## src/hdl/keyed_nearest_address_table_unit_assert.svh

```systemverilog
// Assertion macros for the keyed nearest-address table unit.
`ifndef KEYED_NEAREST_ADDRESS_TABLE_UNIT_ASSERT_SVH
`define KEYED_NEAREST_ADDRESS_TABLE_UNIT_ASSERT_SVH
`ifndef SYNTHESIS
// Same-cycle implication, disabled while reset is low
`define KNAT_ASSERT_NOW(lbl, clk, rst_n, ante, cons, msg) \
    lbl: assert property (@(posedge clk) disable iff (!rst_n) (ante) |-> (cons)) \
        else $error(msg);
// Next-cycle implication, disabled while reset is low
`define KNAT_ASSERT_NEXT(lbl, clk, rst_n, ante, cons, msg) \
    lbl: assert property (@(posedge clk) disable iff (!rst_n) (ante) |=> (cons)) \
        else $error(msg);
`else
`define KNAT_ASSERT_NOW(lbl, clk, rst_n, ante, cons, msg)
`define KNAT_ASSERT_NEXT(lbl, clk, rst_n, ante, cons, msg)
`endif
`endif

```

## src/hdl/knat_pkg.sv

```systemverilog
// Shared types and codes for the keyed nearest-address table unit.
package knat_pkg;

    // Request function codes
    typedef enum logic [1:0] {
        FUNC_ADD   = 2'd0,
        FUNC_BACK  = 2'd1,
        FUNC_FWD   = 2'd2,
        FUNC_CLEAR = 2'd3
    } t_func;

    // Result status codes
    localparam logic [1:0] ST_OK   = 2'd0;
    localparam logic [1:0] ST_MISS = 2'd1;
    localparam logic [1:0] ST_FULL = 2'd2;

    localparam int unsigned KEY_W = 31;
    localparam int unsigned LOC_W = 32;

    typedef struct packed {
        t_func              func;
        logic [KEY_W-1:0]   label_key;
        logic [LOC_W-1:0]   location;
    } t_req;

    typedef struct packed {
        logic [1:0]         status;
        logic [LOC_W-1:0]   found_location;
    } t_rsp;

    // One stored table entry
    typedef struct packed {
        logic [KEY_W-1:0]   label_key;
        logic [LOC_W-1:0]   location;
    } t_entry;

    // Controller to datapath commands
    typedef struct packed {
        logic load;     // capture request, do add or clear
        logic rd_en;    // read one entry for the scan
        logic finish;   // latch query result
    } t_dp_cmd;

    // Datapath to controller status
    typedef struct packed {
        logic count_zero;
        logic rd_last;
    } t_dp_stat;

endpackage

```

## src/hdl/knat_ctrl.sv

```systemverilog
// Sequencing state machine of the keyed nearest-address table unit.
module knat_ctrl
    import knat_pkg::*;
(
    input  logic     i_clk,
    input  logic     i_rst_n,
    input  logic     i_start,
    input  t_func    i_func,
    input  t_dp_stat i_stat,
    output t_dp_cmd  o_cmd,
    output logic     o_busy,
    output logic     o_valid
);

    typedef enum logic [2:0] {
        S_IDLE,
        S_SCAN,
        S_DRAIN,
        S_FINISH,
        S_RESP
    } t_state;

    t_state r_state;
    t_state n_state;
    logic   r_busy;
    logic   r_valid;

    // Next state
    always_comb begin
        n_state = r_state;
        case (r_state)
            S_IDLE: begin
                if (i_start) begin
                    if (i_func inside {FUNC_BACK, FUNC_FWD}) begin
                        n_state = i_stat.count_zero ? S_FINISH : S_SCAN;
                    end else begin
                        n_state = S_RESP;
                    end
                end
            end
            S_SCAN: begin
                if (i_stat.rd_last) begin
                    n_state = S_DRAIN;
                end
            end
            S_DRAIN:  n_state = S_FINISH;
            S_FINISH: n_state = S_RESP;
            S_RESP:   n_state = S_IDLE;
            default:  n_state = S_IDLE;
        endcase
    end

    // Commands to the datapath
    always_comb begin
        o_cmd.load   = (r_state == S_IDLE) && i_start;
        o_cmd.rd_en  = (r_state == S_SCAN);
        o_cmd.finish = (r_state == S_FINISH);
    end

    // State and registered handshake outputs
    always_ff @(posedge i_clk) begin
        if (!i_rst_n) begin
            r_state <= S_IDLE;
            r_busy  <= 1'b0;
            r_valid <= 1'b0;
        end else begin
            r_state <= n_state;
            r_busy  <= (n_state != S_IDLE);
            r_valid <= (n_state == S_RESP);
        end
    end

    assign o_busy  = r_busy;
    assign o_valid = r_valid;

endmodule

```

## src/hdl/knat_datapath.sv

```systemverilog
// Table memory, scan compare and result registers of the table unit.
module knat_datapath
    import knat_pkg::*;
#(
    parameter int unsigned TABLE_DEPTH = 64
) (
    input  logic     i_clk,
    input  logic     i_rst_n,
    input  t_req     i_req,
    input  t_dp_cmd  i_cmd,
    output t_dp_stat o_stat,
    output t_rsp     o_rsp
);

    localparam int unsigned AW = $clog2(TABLE_DEPTH);
    localparam int unsigned CW = $clog2(TABLE_DEPTH + 1);

    t_entry           mem [TABLE_DEPTH];

    t_func            r_func;
    logic [KEY_W-1:0] r_key;
    logic [LOC_W-1:0] r_ref;
    logic [CW-1:0]    r_count;
    logic [AW-1:0]    r_rd_idx;
    t_entry           r_rd_word;
    logic             r_cmp_vld;
    logic             r_have;
    logic [LOC_W-1:0] r_best;
    logic [1:0]       r_status;
    logic [LOC_W-1:0] r_found;

    logic             full;
    logic             side_ok;
    logic             better;
    logic             take;

    assign full = (r_count == CW'(TABLE_DEPTH));

    // Table memory: one write port for adds, one registered read port for scans
    always_ff @(posedge i_clk) begin
        if (i_cmd.load && (i_req.func == FUNC_ADD) && !full) begin
            mem[r_count[AW-1:0]] <= '{label_key: i_req.label_key,
                                      location:  i_req.location};
        end
        if (i_cmd.rd_en) begin
            r_rd_word <= mem[r_rd_idx];
        end
    end

    // Compare the entry read last cycle against the best so far
    always_comb begin
        if (r_func == FUNC_FWD) begin
            side_ok = r_rd_word.location > r_ref;
            better  = !r_have || (r_rd_word.location < r_best);
        end else begin
            side_ok = r_rd_word.location <= r_ref;
            better  = !r_have || (r_rd_word.location > r_best);
        end
        take = r_cmp_vld && (r_rd_word.label_key == r_key) && side_ok && better;
    end

    // Control state: fill count and scan pipeline flag
    always_ff @(posedge i_clk) begin
        if (!i_rst_n) begin
            r_count   <= '0;
            r_cmp_vld <= 1'b0;
        end else begin
            r_cmp_vld <= i_cmd.rd_en;
            if (i_cmd.load) begin
                if (i_req.func == FUNC_ADD && !full) begin
                    r_count <= r_count + CW'(1);
                end else if (i_req.func == FUNC_CLEAR) begin
                    r_count <= '0;
                end
            end
        end
    end

    // Request capture, scan progress and result
    always_ff @(posedge i_clk) begin
        if (i_cmd.load) begin
            r_func   <= i_req.func;
            r_key    <= i_req.label_key;
            r_ref    <= i_req.location;
            r_rd_idx <= '0;
            r_have   <= 1'b0;
            r_found  <= '0;
            r_status <= (i_req.func == FUNC_ADD && full) ? ST_FULL : ST_OK;
        end else begin
            if (i_cmd.rd_en) begin
                r_rd_idx <= r_rd_idx + AW'(1);
            end
            if (take) begin
                r_have <= 1'b1;
                r_best <= r_rd_word.location;
            end
            if (i_cmd.finish) begin
                r_status <= r_have ? ST_OK : ST_MISS;
                r_found  <= r_have ? r_best : '0;
            end
        end
    end

    assign o_stat.count_zero = (r_count == '0);
    assign o_stat.rd_last    = ((CW'(r_rd_idx) + CW'(1)) == r_count);

    assign o_rsp.status         = r_status;
    assign o_rsp.found_location = r_found;

endmodule

```

## src/hdl/keyed_nearest_address_table_unit.sv

```systemverilog
// Keyed nearest-address table: add, backward/forward nearest query, clear.
// Add and clear: result strobe the cycle after the request is taken; busy for 1 cycle.
// Query: the scan reads each stored entry once through the single memory read port,
// then S_DRAIN, S_FINISH and S_RESP with the strobe; an empty table skips the scan.
// A new request is taken in the cycle after the strobe; the receiver cannot stall it.
// Synchronous active-low reset empties the table; the memory itself is not cleared.
`include "keyed_nearest_address_table_unit_assert.svh"
module keyed_nearest_address_table_unit
    import knat_pkg::*;
#(
    parameter int unsigned TABLE_DEPTH = 64
) (
    input  logic i_clk,
    input  logic i_rst_n,
    input  logic start,
    input  t_req i_req,
    output logic busy,
    output logic o_valid,
    output t_rsp o_rsp
);

    t_dp_cmd  cmd;
    t_dp_stat stat;

    knat_ctrl u_ctrl (
        .i_clk   (i_clk),
        .i_rst_n (i_rst_n),
        .i_start (start),
        .i_func  (i_req.func),
        .i_stat  (stat),
        .o_cmd   (cmd),
        .o_busy  (busy),
        .o_valid (o_valid)
    );

    knat_datapath #(
        .TABLE_DEPTH (TABLE_DEPTH)
    ) u_dp (
        .i_clk   (i_clk),
        .i_rst_n (i_rst_n),
        .i_req   (i_req),
        .i_cmd   (cmd),
        .o_stat  (stat),
        .o_rsp   (o_rsp)
    );

    // A taken request holds the unit busy until its result is out
    `KNAT_ASSERT_NEXT(a_take_busy, i_clk, i_rst_n, start && !busy, busy,
                      "request not held busy")
    // After a result strobe the unit is free again
    `KNAT_ASSERT_NEXT(a_resp_idle, i_clk, i_rst_n, o_valid, !busy && !o_valid,
                      "unit stuck after result")
    // Misses and dropped adds report address zero
    `KNAT_ASSERT_NOW(a_zero_fail, i_clk, i_rst_n, o_valid && o_rsp.status != ST_OK,
                     o_rsp.found_location == '0, "non-zero address on failure")
    // Scan reads only happen inside a request
    `KNAT_ASSERT_NOW(a_scan_busy, i_clk, i_rst_n, cmd.rd_en, busy && !o_valid,
                     "scan read outside request")

endmodule
```

## config.mk

```make
export PLATFORM = sky130hd
export DESIGN_NAME = keyed_nearest_address_table_unit
export DESIGN_NICKNAME = d
export VERILOG_FILES = /design/src/hdl/knat_pkg.sv /design/src/hdl/knat_ctrl.sv /design/src/hdl/knat_datapath.sv /design/src/hdl/keyed_nearest_address_table_unit.sv
export VERILOG_INCLUDE_DIRS = /design/src /design/src/hdl
export SDC_FILE = /design/constraint.sdc
export NUM_CORES = 2
export LEC_CHECK = 0
export BUFFER_PORTS_ARGS = -buffer_cell sky130_fd_sc_hd__buf_2
export CAP_MARGIN = 20
export CORE_ASPECT_RATIO = 1.1
export CORE_MARGIN = 1
export CORE_UTILIZATION = 30
export CTS_BUF_LIST = sky130_fd_sc_hd__clkbuf_2
export CTS_CLUSTER_DIAMETER = 200
export CTS_CLUSTER_SIZE = 16
export DETAILED_ROUTE_END_ITERATION = 8
export PLACE_DENSITY = 0.53
export RECOVER_POWER = 25
export SLEW_MARGIN = 20
export SYNTH_ARGS = -nofsm -noshare
export SYNTH_HDL_FRONTEND = slang
export SYNTH_SLANG_ARGS = --single-unit
export TNS_END_PERCENT = 50
```

## constraint.sdc

```tcl
create_clock -name i_clk -period 20.4 [get_ports i_clk]
set_clock_uncertainty 0.15 [all_clocks]
set_input_delay 1.02 -clock i_clk [delete_from_list [all_inputs] [get_ports i_clk]]
set_output_delay 1.02 -clock i_clk [all_outputs]
set_load 0.1 [all_outputs]
```

Word-level counts from Yosys, hierarchy flattened
Memory sizes are Yosys's and may differ from the RTL's. A register that Yosys moved wholly into a read port is not among the register bits.
Cells that the tools add are included.
{"block": "word_totals", "register_bits": 151, "latchBits": 0, "ramBits": 4032, "rom_bits": 0, "in_bits": 68, "out_inout_bits": 36, "wordCells": 70, "memories": 1}
{"memory": "u_dp.mem", "words": 64, "word_bits": 63, "rd": 1, "rd_ports_with_merged_regs": 1, "write_ports": 1, "line_no": "knat_datapath.sv:18", "text": "t_entry mem [TABLE_DEPTH];"}
{"block": "classes", "add_sub_neg": 3, "multipliers": 0, "div": 0, "magnitude_cmp": 4, "n_eq_ne": 11, "n_shift": 0, "mux": 16, "bitwise_logic": 1, "n_reduce_logical": 21}
{"operator": "32-bit greater-than comparator", "count": 2}
{"operator": "32-bit less-or-equal comparator", "count": 1}
{"operator": "32-bit less-than comparator", "count": 1}
{"operator": "32-bit two-way mux", "count": 1}
{"operator": "31-bit equality test", "count": 1}
{"operator": "7-bit two-way mux", "count": 2}
{"operator": "3-bit case mux with 4 select lines", "count": 1}
{"operator": "3-bit two-way mux", "count": 3}
{"operator": "1-bit logical AND", "count": 8}
{"operator": "2-bit two-way mux", "count": 4}
{"operator": "6-bit by 1-bit adder with 7-bit output, second input constant", "count": 1}
{"operator": "7-bit by 1-bit adder with 7-bit output, second input constant", "count": 1}
{"operator": "7-bit equality test", "count": 1}
{"operator": "7-bit equality test, second input constant", "count": 1}
{"operator": "7-bit zero test", "count": 1}
{"operator": "6-bit by 1-bit adder with 6-bit output, second input constant", "count": 1}
{"operator": "2-bit equality test, second input constant", "count": 3}
{"operator": "3-bit by 2-bit equality test with 1-bit output, second input constant", "count": 2}
{"operator": "2-bit nonzero test", "count": 3}
{"operator": "1-bit two-way mux", "count": 5}
{"operator": "2-bit AND reduction", "count": 2}
{"operator": "3-bit by 1-bit equality test with 1-bit output, second input constant", "count": 1}
{"operator": "3-bit equality test, second input constant", "count": 1}
{"operator": "3-bit zero test", "count": 1}
{"operator": "other kinds (6)", "count": 8}

Logic depth before layout (Yosys ltp)
{"block": "depth", "word_depth": 6, "depth_mapped": 12}

Modules after synthesis
From an unflattened synthesis, not the netlist that was laid out.
{"block": "hier_totals", "hier_cells": 6383, "hier_area_um2": 161384.8}
{"mod": "knat_datapath", "n_inst": 1, "cells_per_inst": 6357, "area_per_inst_um2": 161142.0}
{"mod": "knat_ctrl", "n_inst": 1, "cells_per_inst": 26, "area_per_inst_um2": 242.7}

Least setup slack after synthesis
Ideal clock, no wire load.
{"block": "synth_path", "path_kind": "register to register", "from": "register u_dp.r_rd_word[14] (netlist name)", "to": "register u_dp.r_best[0] (enable)", "setup_ps": 594, "arrival_time_ps": 7088, "required_time_ps": 19656, "path_slack_ps": 12567, "stages_incl_launch_ff": 9, "path_cell_list": "edfxtp_1 ha_1 a21oi_1 nand2_1 a221o_1 o311ai_0 a21oi_1 or2_2 a2111oi_0"}
{"block": "synth_via", "elab_chain_len": 5, "word_cells_on_any_way": 11}
{"element": "32-bit less-or-equal comparator, or another cell as far along", "line_no": "knat_datapath.sv:56", "text": "side_ok = r_rd_word.location <= r_ref;"}
{"element": "1-bit two-way mux, or another cell as far along", "line_no": "knat_datapath.sv:52", "text": "if (r_func == FUNC_FWD) begin"}
{"element": "1-bit logical AND / 1-bit two-way mux (equally long branches)", "line_no": "knat_datapath.sv:59, knat_datapath.sv:52"}
{"element": "1-bit logical AND (*)", "line_no": "knat_datapath.sv:59", "text": "take = r_cmp_vld && (r_rd_word.label_key == r_key) && side_ok && better;"}
{"element": "2-bit AND reduction (no source line) (*)"}
{"element": "to (signal assigned)", "line_no": "knat_datapath.sv:95", "text": "r_best <= r_rd_word.location;"}
{"element": "to (decl)", "line_no": "knat_datapath.sv:28", "text": "logic [LOC_W-1:0] r_best;"}
Mark *: on every way between the ends. The rest lies on a longest branch, timed or not.
A chain may end at the register's enable or synchronous reset.

==> metrics.txt <==
Synth top cells by count edfxtp_1, mux4_2, clkbuf_1; synth unique cells 47; antenna violations before repair 27; critical path type reg -> reg; max_slew headroom -1.01; GRT overflow 0; global-route wire length before repair 643,000 um; Critical Path RT 22,140 ps; Reg2Reg Capture Point u_dp.r_rd_word[56]; Post-Route WL 471,000 um; crit-path max FO 98; Sum Neg Setup Slack 0 ps; clock sink total between 4,000 and 5,000; PnR worst setup slack roughly 14,000 ps; multi-input combinational cell area 33,500 um2; Final Hold Viols 0; Cells after Synth roughly 6,500; crit share post-route 0.322; async set or reset register ratio after synthesis 0; top_reg_cell synth edfxtp_1; Max Freq 152 MHz; setup bufs post-CTS 0; All-Layer GR Usage 0.171; Vias per Instance about 5.2; Peak VDD IR 0.000110 V; total power 16,300 uW; FF+latch count, synth 4,246; Syn Area/Cell 25.0 um2; Critical Path AT 8310 ps; H-tree depth 5; die width 702 um; PD cells roughly 92 nW/um2; IO Port Bufs between 100 and 150; die area between 500,000 and 600,000 um2; RSZ-0062 raised after global routing no; Final Max Slew Viols 2,377; Die H 772 um; # resized after CTS 0; Seq/Total Area, Yosys 0.786; number of global-route vias before repair 75,667; crit path launch type flop; Synth-to-Final Area Change 9.19%; Worst-Margin Slew 3010 ps; failing checks max-capacitance violations, max-slew violations; most common cell in the netlist edfxtp_1; clock slew at reported path FFs 320 ps; Netlist Area Pre-Place 162,000 um2; Post-synth EDFFs 4,194; TritonCTS Buffers 303; Final Util 0.329; core area 536,000 um2; # IOs around 100; clk_lat worst skew approximately 2300 ps; Synth top area share 0.779; Max-Cap Viols 36; Final HPWL DP 243,000 um; Setup crit end kind flop; number of buffers inserted by hold repair at cts 233; min Tclk post-route ~6600 ps; Rows about 280; clock root buffer clkbuf_2; worst r2r src u_dp.r_rd_idx[0]; CTS tree done; GP Congestion roughly 0.76; r2r worst-path depth 7; Worst R2R Setup Slack between 10,000 and 15,000 ps; # setup viols final 0; DRT Pass-1 Iters 6; drt wl/cell 33.2 um; worst setup path start u_dp.r_rd_idx[0]; Fillers around 50,000; Iter 0 DRT Violations 9,108; Leak just over 0.05 uW; largest area contributor in the netlist edfxtp_1; Clock Tree Buf Depth 4; Initial Util 0.301; Hold/Removal Path Class reg -> reg; Post-DRT Antenna Nets 0; hold path depth 2; Area contributors post-synth edfxtp_1, mux4_2, dfxtp_1; sequential cell area ~130,000 um2; Final nets 7,132; pin count of the biggest net entering global routing 137; Syn Nets between 6,000 and 7,000; yosys warns 0; DR DRC count 0; worst slack at placement 13,670 ps; layout cell share with drive strength beyond 1 0.298; via count 74,109; Worst Setup EP u_dp.r_rd_word[56]; hold_ws 324 ps; status finished, violations left
-- worst max-delay path, cell delays in order, from the launching register on --
cell	delay, ps
dfxtp_4	940
buf_12	660
buf_4	870
buf_4	840
buf_4	870
mux4_2	610
mux4_2	520
mux4_2	480
-- power by group --
part / total, uW / switching, uW / leakage (uW) / internal (uW)
Combinational: 3370 / 1570 / 0.0110 / 1800
Sequential: 9770 / 87.7 / 0.0382 / 9680
Clock: 3130 / 2620 / 0.00162 / 512
Total: 16300 / 4270 / 0.0508 / 12000
-- metrics by stage --
stage	area [um2]	instances
6_report	177000	14197
5_1_grt	176000	14185
4_1_cts	177000	14177
3_5_place_dp	172000	13556
3_3_place_gp	172000	13553
2_1_floorplan	162000	6464
-- layout make-up --
| type | instances | share of cell area |
|---|---|---|
| antenna | 19 | 0.000269 |
| clock buffer | 369 | 0.0105 |
| clock inverter | 19 | 0.00118 |
| inverter | 73 | 0.00155 |
| multi-input combinational | 1822 | 0.190 |
| sequential | 4246 | 0.720 |
| tap | 7100 | 0.0503 |
| timing repair buffer | 549 | 0.0268 |
-- worst min path at each step --
stage                                 start          endpoint  slack (ps)
final                      u_dp.r_found[17]  u_dp.r_found[17]         320
after global placement     u_dp.r_found[10]  u_dp.r_found[10]         290
after detailed placement    u_dp.r_found[4]   u_dp.r_found[4]         300
after CTS                          i_req[9]    u_dp.mem[0][9]         0.2
after global routing                i_rst_n   u_dp.r_count[2]         240
after floorplan           u_dp.r_rd_word[0]    u_dp.r_best[0]         280
-- placed cells by master, fill, tap and decap left out, types with 4 or more instances in the layout --
cell / instances
inv_2: 4
clkinvlp_4: 6
clkbuf_1: 62
dfxtp_4: 6
a21boi_0: 4
xor2_1: 6
nor2_4: 63
buf_4: 199
nor4_1: 5
mux4_2: 1323
buf_12: 28
a211oi_1: 4
edfxtp_1: 4194
buf_16: 13
buf_2: 76
dlygate4sd3_1: 170
nand3_1: 50
dfxtp_1: 45
inv_1: 73
nor2b_1: 6
nand4_1: 22
ha_1: 69
diode_2: 19
nand2_1: 64
clkbuf_2: 369
xnor2_1: 35
a21oi_1: 72
and2_1: 5
nand2b_1: 6
nor2_1: 21
o21ai_0: 14
nor3_1: 5
-- sequential cells by signal, indices dropped and copies added (netlist names) --
signal,flops
u_ctrl.o_busy,1
u_ctrl.o_valid,1
u_ctrl.r_state,3
u_dp.mem,4032
u_dp.r_best,32
u_dp.r_cmp_vld,1
u_dp.r_count,7
u_dp.r_found,32
u_dp.r_func,2
u_dp.r_have,1
u_dp.r_key,31
u_dp.r_rd_idx,6
u_dp.r_rd_word,63
u_dp.r_ref,32
u_dp.r_status,2
-- cell families (layout without fill, tap and decap cells) --
group | after synthesis | in the layout | share of synthesized area
flip-flops | 4246 | 4246 | 0.786
multiplexers | 1324 | 1324 | 0.184
buffers and inverters | 396 | 1010 | 0.0103
AND/OR/NAND/NOR | 268 | 268 | 0.00777
AO/OA/AOI/OAI | 119 | 119 | 0.00431
adder cells (fa/ha/maj) | 69 | 69 | 0.00534
XOR/XNOR | 42 | 42 | 0.00228
other | 0 | 19 | 0
-- metal layers --
metal | vias to the layer above | track usage | wire length [um]
met3 | 540 | 0.0231 | 29100
met5 | - | 0 | 104
met2 | 2856 | 0.297 | 240000
met1 | 41852 | 0.227 | 190000
li1 | 28847 | - | -
met4 | 14 | 0.0390 | 11700
(Power assumes the default switching activity.)
